--- src/rtl/core/stk_pkg.sv ---
// package: shared constants and word types for the per-row top-k selector
`default_nettype none
package stk_pkg;
  localparam int MaxKeep    = 16;
  localparam int IdBits     = 32;
  localparam int WeightBits = 32;
  localparam int SlotBits   = (MaxKeep > 1) ? $clog2(MaxKeep) : 1;
  localparam int CountBits  = $clog2(MaxKeep + 1);
  localparam int KeepBits   = 5;
  localparam int QueueDepth = 2;

  localparam logic [0:0] RegKeepCount   = 1'b0;
  localparam logic [0:0] RegPickSmallest = 1'b1;

  typedef struct packed {
    logic [IdBits-1:0]            row_id;
    logic [IdBits-1:0]            col_id;
    logic [IdBits-1:0]            entry_id;
    logic signed [WeightBits-1:0] weight;
    logic                         end_of_stream;
  } in_word_t;

  typedef struct packed {
    logic [IdBits-1:0]            out_row;
    logic [IdBits-1:0]            out_col;
    logic [IdBits-1:0]            out_entry;
    logic signed [WeightBits-1:0] out_weight;
    logic                         row_last;
  } out_word_t;

  // classified command passed from front to back
  typedef struct packed {
    logic                         flush_first;  // flush the open row before insert
    logic                         new_row;      // clear held set before insert
    logic                         flush_after;  // end of stream after insert
    logic [IdBits-1:0]            row_id;
    logic [IdBits-1:0]            col_id;
    logic [IdBits-1:0]            entry_id;
    logic signed [WeightBits-1:0] weight;
  } cmd_t;
endpackage
`default_nettype wire

--- src/rtl/core/segmented_topk_selector.sv ---
// top level: apb registers, front classifier, command queue, selection engine
// order: a row change flushes the old row (FLUSH1), then inserts (SCAN); an end
//   of stream word inserts (SCAN), then flushes (FLUSH2); others give no output
// one command at a time: an insert into a full row scans serially for the worst,
//   then shifts; a flush streams the held words and waits on output stalls
// reset (rst, synchronous): keep_count=16, pick_smallest=0, no row open
`default_nettype none
module segmented_topk_selector (
  input  wire logic                clk,
  input  wire logic                rst,
  input  wire stk_pkg::in_word_t   in_word,
  input  wire logic                in_valid,
  output logic                     in_ready,
  output stk_pkg::out_word_t       out_word,
  output logic                     out_valid,
  input  wire logic                out_ready,
  input  wire logic                psel,
  input  wire logic                penable,
  input  wire logic                pwrite,
  input  wire logic [2:0]          paddr,
  input  wire logic [31:0]         pwdata,
  output logic [31:0]              prdata,
  output logic                     pready
);
  logic [stk_pkg::KeepBits-1:0] keep_count;
  logic                         pick_smallest;
  stk_pkg::cmd_t f_cmd, q_cmd;
  logic f_valid, f_ready, q_valid, q_ready;

  assign pready = 1'b1;

  // register writes at the access phase
  always_ff @(posedge clk) begin
    if (rst) begin
      keep_count    <= stk_pkg::KeepBits'(16);
      pick_smallest <= 1'b0;
    end else if (psel && penable && pwrite) begin
      unique case (paddr[2])
        stk_pkg::RegKeepCount:    keep_count    <= pwdata[stk_pkg::KeepBits-1:0];
        stk_pkg::RegPickSmallest: pick_smallest <= pwdata[0];
        default: ;
      endcase
    end
  end

  // register read mux
  always_comb begin
    unique case (paddr[2])
      stk_pkg::RegKeepCount:    prdata = 32'(keep_count);
      stk_pkg::RegPickSmallest: prdata = 32'(pick_smallest);
      default:                  prdata = '0;
    endcase
  end

  // classify rows at the front
  stk_front u_front (
    .clk, .rst, .in_word, .in_valid, .in_ready,
    .cmd(f_cmd), .cmd_valid(f_valid), .cmd_ready(f_ready)
  );

  // decouple so the front keeps taking words while the back flushes
  stk_queue u_queue (
    .clk, .rst, .wr_data(f_cmd), .wr_valid(f_valid), .wr_ready(f_ready),
    .rd_data(q_cmd), .rd_valid(q_valid), .rd_ready(q_ready)
  );

  // selection and flush engine
  stk_back u_back (
    .clk, .rst, .cmd(q_cmd), .cmd_valid(q_valid), .cmd_ready(q_ready),
    .keep_count, .pick_smallest, .out_word, .out_valid, .out_ready
  );
endmodule
`default_nettype wire

--- src/rtl/core/stk_front.sv ---
// front end: tracks the open row and classifies each input word
`default_nettype none
module stk_front (
  input  wire logic            clk,
  input  wire logic            rst,
  input  wire stk_pkg::in_word_t in_word,
  input  wire logic            in_valid,
  output logic                 in_ready,
  output stk_pkg::cmd_t        cmd,
  output logic                 cmd_valid,
  input  wire logic            cmd_ready
);
  logic [stk_pkg::IdBits-1:0] current_row;
  logic                       row_open;
  logic                       differ;

  assign in_ready  = cmd_ready;
  assign cmd_valid = in_valid;
  assign differ    = in_word.row_id != current_row;

  always_comb begin
    cmd.flush_first = row_open && differ;
    cmd.new_row     = !row_open || differ;
    cmd.flush_after = in_word.end_of_stream;
    cmd.row_id      = in_word.row_id;
    cmd.col_id      = in_word.col_id;
    cmd.entry_id    = in_word.entry_id;
    cmd.weight      = in_word.weight;
  end

  always_ff @(posedge clk) begin
    if (rst) begin
      current_row <= '0;
      row_open    <= 1'b0;
    end else if (in_valid && in_ready) begin
      current_row <= in_word.row_id;
      row_open    <= !in_word.end_of_stream;
    end
  end
endmodule
`default_nettype wire

--- src/rtl/core/stk_queue.sv ---
// short fifo between front and back
`default_nettype none
module stk_queue (
  input  wire logic          clk,
  input  wire logic          rst,
  input  wire stk_pkg::cmd_t wr_data,
  input  wire logic          wr_valid,
  output logic               wr_ready,
  output stk_pkg::cmd_t      rd_data,
  output logic               rd_valid,
  input  wire logic          rd_ready
);
  stk_pkg::cmd_t mem [stk_pkg::QueueDepth];
  logic       wp, rp;
  logic [1:0] fill;
  logic       wr_en, rd_en;

  assign wr_ready = fill != 2'(stk_pkg::QueueDepth);
  assign rd_valid = fill != 2'd0;
  assign rd_data  = mem[rp];
  assign wr_en    = wr_valid && wr_ready;
  assign rd_en    = rd_valid && rd_ready;

  always_ff @(posedge clk) begin
    if (wr_en) mem[wp] <= wr_data;
  end

  always_ff @(posedge clk) begin
    if (rst) begin
      wp   <= 1'b0;
      rp   <= 1'b0;
      fill <= 2'd0;
    end else begin
      if (wr_en) wp <= ~wp;
      if (rd_en) rp <= ~rp;
      fill <= fill + 2'(wr_en) - 2'(rd_en);
    end
  end
endmodule
`default_nettype wire

--- src/rtl/core/stk_back.sv ---
// back end: holds the row's kept entries, replaces the worst, streams flushes
`default_nettype none
module stk_back (
  input  wire logic                          clk,
  input  wire logic                          rst,
  input  wire stk_pkg::cmd_t                 cmd,
  input  wire logic                          cmd_valid,
  output logic                               cmd_ready,
  input  wire logic [stk_pkg::KeepBits-1:0]  keep_count,
  input  wire logic                          pick_smallest,
  output stk_pkg::out_word_t                 out_word,
  output logic                               out_valid,
  input  wire logic                          out_ready
);
  localparam int N  = stk_pkg::MaxKeep;
  localparam int SB = stk_pkg::SlotBits;
  localparam int CB = stk_pkg::CountBits;

  typedef enum logic [4:0] {
    S_IDLE   = 5'b00001,
    S_FLUSH1 = 5'b00010,
    S_SCAN   = 5'b00100,
    S_SHIFT  = 5'b01000,
    S_FLUSH2 = 5'b10000
  } state_t;

  state_t state;
  logic [stk_pkg::IdBits-1:0]     held_col    [N];
  logic [stk_pkg::IdBits-1:0]     held_entry  [N];
  logic [stk_pkg::WeightBits-1:0] held_weight [N];
  logic [CB-1:0] held_count;
  logic [stk_pkg::IdBits-1:0] flush_row_id;
  logic [stk_pkg::IdBits-1:0] p_row_hold;
  logic [CB-1:0] idx;     // flush, scan or shift pointer
  logic [SB-1:0] worst;
  logic [CB-1:0] k;
  logic [SB-1:0] idx_s;
  logic [SB-1:0] last_s;

  assign k = (keep_count > stk_pkg::KeepBits'(N)) ? CB'(N) : CB'(keep_count);
  assign idx_s  = idx[SB-1:0];
  assign last_s = SB'(held_count - CB'(1));

  function automatic logic better(input logic [stk_pkg::WeightBits-1:0] a,
                                  input logic [stk_pkg::WeightBits-1:0] b,
                                  input logic sm);
    logic signed [stk_pkg::WeightBits-1:0] sa, sb;
    sa = a;
    sb = b;
    return sm ? (sa < sb) : (sa > sb);
  endfunction

  // output register
  logic out_free;
  logic load_out;
  assign out_free  = !out_valid || out_ready;
  assign load_out  = out_free && (state == S_FLUSH1 || state == S_FLUSH2) &&
                     (idx < held_count);
  assign cmd_ready = (state == S_IDLE);

  always_ff @(posedge clk) begin
    if (rst) out_valid <= 1'b0;
    else if (load_out) out_valid <= 1'b1;
    else if (out_ready) out_valid <= 1'b0;
  end

  always_ff @(posedge clk) begin
    if (load_out) begin
      out_word.out_row    <= flush_row_id;
      out_word.out_col    <= held_col[idx_s];
      out_word.out_entry  <= held_entry[idx_s];
      out_word.out_weight <= held_weight[idx_s];
      out_word.row_last   <= (idx + CB'(1)) == held_count;
    end
  end

  logic [stk_pkg::IdBits-1:0]     p_col, p_ent;
  logic [stk_pkg::WeightBits-1:0] p_w;
  logic                           p_eos;

  always_ff @(posedge clk) begin
    if (rst) begin
      state      <= S_IDLE;
      held_count <= '0;
      idx        <= '0;
    end else begin
      unique case (state)
        S_IDLE: begin
          if (cmd_valid) begin
            p_col <= cmd.col_id;
            p_ent <= cmd.entry_id;
            p_w   <= cmd.weight;
            p_eos <= cmd.flush_after;
            if (cmd.flush_first) begin
              p_row_hold <= cmd.row_id;
              idx        <= '0;
              state      <= S_FLUSH1;
            end else begin
              if (cmd.new_row) held_count <= '0;
              flush_row_id <= cmd.row_id;
              state <= S_SCAN;
              idx   <= CB'(1);
              worst <= '0;
            end
          end
        end
        S_FLUSH1, S_FLUSH2: begin
          if (idx >= held_count) begin
            held_count <= '0;
            if (state == S_FLUSH1) begin
              flush_row_id <= p_row_hold;
              idx   <= CB'(1);
              worst <= '0;
              state <= S_SCAN;
            end else begin
              idx   <= '0;
              state <= S_IDLE;
            end
          end else if (out_free) begin
            idx <= idx + CB'(1);
          end
        end
        S_SCAN: begin
          if (held_count < k) begin
            held_col[SB'(held_count)]    <= p_col;
            held_entry[SB'(held_count)]  <= p_ent;
            held_weight[SB'(held_count)] <= p_w;
            held_count <= held_count + CB'(1);
            idx   <= '0;
            state <= p_eos ? S_FLUSH2 : S_IDLE;
          end else if (k == '0 || held_count == '0) begin
            idx   <= '0;
            state <= p_eos ? S_FLUSH2 : S_IDLE;
          end else if (idx < held_count) begin
            if (!better(held_weight[idx_s], held_weight[worst], pick_smallest))
              worst <= idx_s;
            idx <= idx + CB'(1);
          end else if (better(p_w, held_weight[worst], pick_smallest)) begin
            idx   <= CB'(worst);
            state <= S_SHIFT;
          end else begin
            idx   <= '0;
            state <= p_eos ? S_FLUSH2 : S_IDLE;
          end
        end
        S_SHIFT: begin
          if (idx_s == last_s) begin
            held_col[last_s]    <= p_col;
            held_entry[last_s]  <= p_ent;
            held_weight[last_s] <= p_w;
            idx   <= '0;
            state <= p_eos ? S_FLUSH2 : S_IDLE;
          end else begin
            held_col[idx_s]    <= held_col[SB'(idx + CB'(1))];
            held_entry[idx_s]  <= held_entry[SB'(idx + CB'(1))];
            held_weight[idx_s] <= held_weight[SB'(idx + CB'(1))];
            idx <= idx + CB'(1);
          end
        end
        default: state <= S_IDLE;
      endcase
    end
  end
endmodule
`default_nettype wire

--- config.mk ---
export PLATFORM = sky130hd
export DESIGN_NAME = segmented_topk_selector
export DESIGN_NICKNAME = d
export VERILOG_FILES = /design/src/rtl/core/stk_pkg.sv /design/src/rtl/core/segmented_topk_selector.sv /design/src/rtl/core/stk_front.sv /design/src/rtl/core/stk_queue.sv /design/src/rtl/core/stk_back.sv
export SDC_FILE = /design/constraint.sdc
export NUM_CORES = 2
export LEC_CHECK = 0
export ABC_AREA = 0
export ABC_CLOCK_PERIOD_IN_PS = 21000
export BUFFER_PORTS_ARGS = -buffer_cell sky130_fd_sc_hd__buf_4
export CORE_MARGIN = 2
export CORE_UTILIZATION = 39
export DETAILED_ROUTE_END_ITERATION = 10
export PLACE_DENSITY_LB_ADDON = 0.25
export SLEW_MARGIN = 20
export SYNTH_ARGS = -nofsm -noshare
export SYNTH_HDL_FRONTEND = slang
export SYNTH_SLANG_ARGS = --single-unit
--- constraint.sdc ---
create_clock -name clk -period 21 [get_ports clk]
set_input_delay 4.2 -clock clk [delete_from_list [all_inputs] [get_ports clk]]
set_output_delay 4.2 -clock clk [all_outputs]
set_load 0.1 [all_outputs]
==> results.sh <==
export IMPL_status="complete, no violations"
export IMPL_hold_path_depth=0
export IMPL_yosysUniqueCellTypes=69
export IMPL_power_density_nw_per_um2=111
export IMPL_cts_sinks=2160
export IMPL_htreeDepth=4
export IMPL_worstHoldStart="u_back.flush_row_id[19]"
export IMPL_path_depth=3
export IMPL_synth_area_leaders="edfxtp_1 (64%), mux4_2 (26%), mux2_2 (3.0%)"
export IMPL_vias=50200
export IMPL_dp_hpwl_um=141000
export IMPL_rsz0062_at_grt="no"
export IMPL_syn_to_final_growth_pct=13.9
export IMPL_netlist_area_um2=97800
export IMPL_fin_nets=5025
export IMPL_avgSynthCellArea_um2=21.8
export IMPL_synthCells=4481
export IMPL_drc_errors=0
export IMPL_yosysSeqAreaShare_pct=65.6
export IMPL_crit_start="paddr[2]"
export IMPL_cts_hold_buffers=0
export IMPL_p_seq_share_pct=42.7
export IMPL_required_ps=16800
export IMPL_layout_setup_ws_ps=11910
export IMPL_drv_cap=0
export IMPL_clkTransAtPathRegs_ps=60
export IMPL_grt_pass1_vias=52500
export IMPL_fmax_mhz=110
export IMPL_async_flop_share_pct=0
export IMPL_pre_cts_slack_ps=11920
export IMPL_critical_path_max_fanout=7
export IMPL_vias_per_cell=6.04
export IMPL_netlist_top_cells_count="edfxtp_1 (2092), mux4_2 (1120), mux2_2 (257), clkbuf_1 (167), nand2_1 (98)"
export IMPL_cts_setup_buffers=0
export IMPL_numCtsBuffers=225
export IMPL_arrival_ps=4890
export IMPL_synth_top_area_share_pct=64.2
export IMPL_p_sw_mw=3.41
export IMPL_post_synth_top_area_cell="edfxtp_1"
export IMPL_netSwitchingFraction_pct=27.6
export IMPL_hold_viol_final=0
export IMPL_final_setup_tns_ps=0
export IMPL_path_common_cell="buf_4"
export IMPL_ys_warn_count=0
export IMPL_wl_per_cell_um=31.4
export IMPL_layout_min_cycle_time_ps=9090
export IMPL_final_layout_size_suffix_gt1_share_pct=43.0
export IMPL_reg2reg_to="u_back.idx[2]"
export IMPL_grt_pass1_wl_um=377000
export IMPL_r2r_slack_ps=14180
export IMPL_drtIter0Drc=5018
export IMPL_ff2ff_path_depth=14
export IMPL_worstMarginPinSlew_ps=1100
export IMPL_p_leak_nw=34.1
export IMPL_cts_root_buffer="clkbuf_16"
export IMPL_pwr_share_comb_pct=24.6
export IMPL_slew_headroom_pct=26.8
export IMPL_drv_slew=0
export IMPL_cp_num_buf_inv=2
export IMPL_grt_ovfl_total=0
export IMPL_antenna_found_initial=6
export IMPL_min_period_over_period_pct=43.3
export IMPL_start_util_pct=39.3
export IMPL_nFillCells=20800
export IMPL_clk_latency_ps=890
export IMPL_ys_ff_latch=2160
export IMPL_cpMaxStageDelayCell="mux2_2"
export IMPL_core_area_um2=249000
export IMPL_gp_congestion=0.777
export IMPL_grtUsageTotal_pct=20.3
export IMPL_row_count=183
export IMPL_critPathTopFamily="buffers and inverters"
export IMPL_dr_pass1_iters=5
export IMPL_io_pins=335
export IMPL_p_int_mw=8.94
export IMPL_dieArea_um2=255000
export IMPL_synth_edf_count=2092
export IMPL_setup_viol=0
export IMPL_ctsLongestPathBuffers=3
export IMPL_path_cells="buf_4 -> mux2_2 -> buf_4"
export IMPL_vdd_ir_drop_worst_uv=77.8
export IMPL_end_kind="output pin"
export IMPL_hold_path_class="reg2reg"
export IMPL_start_kind="input pin"
export IMPL_power_share_clock_pct=32.6
export IMPL_crit_end="prdata[0]"
export IMPL_wirelength_um=260000
export IMPL_grt_max_degree=109
export IMPL_fin_util_pct=44.7
export IMPL_dieWidth_um=505
export IMPL_cpPeakStageDelay_ps=330
export IMPL_ctsResizeCount=0
export IMPL_cts_tree="done"
export IMPL_ant_nets=0
export IMPL_skew_ps=64.6
export IMPL_io_buffers=277
export IMPL_chipHeight_um=505
export IMPL_yosys_cell_count_top_type="edfxtp_1"
export IMPL_synthFlopType="edfxtp_1"
export IMPL_crit_type="in2out"
==> metrics by stage <==
step | cell area (um2) | hold WS [ps] | power [mW] | cells
2_1_floorplan | 97900 | 400 | 7.66 | 4507
3_3_place_gp | 104000 | 402 | 8.43 | 7875
3_5_place_dp | 104000 | 405 | 8.45 | 7877
4_1_cts | 111000 | 420 | 12.5 | 8299
5_1_grt | 111000 | 425 | 12.9 | 8302
6_report | 111000 | 419 | 12.3 | 8303
==> power by group through the flow <==
stage	Clock (mW)	Sequential (mW)	Combinational [mW]
2_1_floorplan	0	5.28	2.38
3_3_place_gp	0	5.37	3.07
3_5_place_dp	0	5.37	3.08
4_1_cts	4.11	5.28	3.09
5_1_grt	4.28	5.30	3.29
6_report	4.03	5.28	3.04
==> layout by cell type, fill, tap and decap left out, types with 12 or more instances in the layout <==
master / Yosys / layout
mux2_2: 257 / 257
nand3_1: 24 / 24
clkinv_1: 0 / 45
bufinv_16: 0 / 24
a21oi_1: 57 / 57
nor2_1: 61 / 43
buf_12: 0 / 16
nand4_1: 19 / 19
clkinvlp_4: 0 / 17
nand2_1: 98 / 98
xnor2_1: 48 / 47
dfxtp_1: 68 / 55
mux2i_1: 12 / 12
o21ai_0: 18 / 18
mux4_2: 1120 / 1120
conb_1: 2 / 28
buf_4: 31 / 353
clkbuf_1: 167 / 45
edfxtp_1: 2092 / 2092
inv_1: 50 / 50
ha_1: 79 / 78
nor2_4: 0 / 18
clkbuf_16: 0 / 227
clkinv_2: 0 / 45
==> sequential cells by signal, summed over array words and instances, names as in the netlist, 2 cells and up, named ones only <==
register	count
keep_count	5
u_back.p_col	32
u_back.p_w	32
u_back.worst	4
u_back.out_word	129
u_back.held_entry	512
u_queue.mem	262
u_back.idx	5
u_back.held_col	512
u_back.flush_row_id	32
u_back.p_ent	32
u_back.held_count	5
u_front.current_row	32
u_queue.fill	2
u_back.p_row_hold	32
u_back.held_weight	512
u_back.state	5
==> logic make-up after synthesis <==
| kind of cell | synth area share, % |
|---|---|
| xor+xnor | 0.484 |
| mux | 28.9 |
| fa+ha+maj | 1.01 |
| buf+inv | 1.70 |
| simple gates | 1.40 |
| other cells | 0.00768 |
| flops | 65.6 |
| compound gates | 0.906 |
==> per-layer routing <==
layer  vias to the layer above  GRT usage, %  wire, um
met1                     27700          27.6    106000
met5                         -             0        39
met2                      1999          34.2    131000
met4                         6          4.73      5560
met3                       371          3.52     17500
li1                      20100             -         -
==> how the worst min path moves through the flow <==
stage	end
4_1_cts	u_back.out_word[116]
3_5_place_dp	u_back.out_word[109]
6_report	u_back.out_word[116]
2_1_floorplan	u_back.out_word[100]
5_1_grt	u_back.out_word[102]
3_3_place_gp	u_back.out_word[99]
==> cell type report <==
| cell class | instances | area, um2 | share of cell area [%] |
|---|---|---|---|
| flip-flops and latches | 2160 | 64200 | 57.7 |
| diodes | 3 | 7.51 | 0.00674 |
| clock inverters | 149 | 1620 | 1.45 |
| inverters | 51 | 191 | 0.172 |
| repair buffers | 372 | 3040 | 2.73 |
| multi-input cells | 1965 | 32300 | 29.0 |
| clock buffers | 273 | 5860 | 5.27 |
| well taps | 3330 | 4170 | 3.74 |
(Power assumes the default switching activity.)
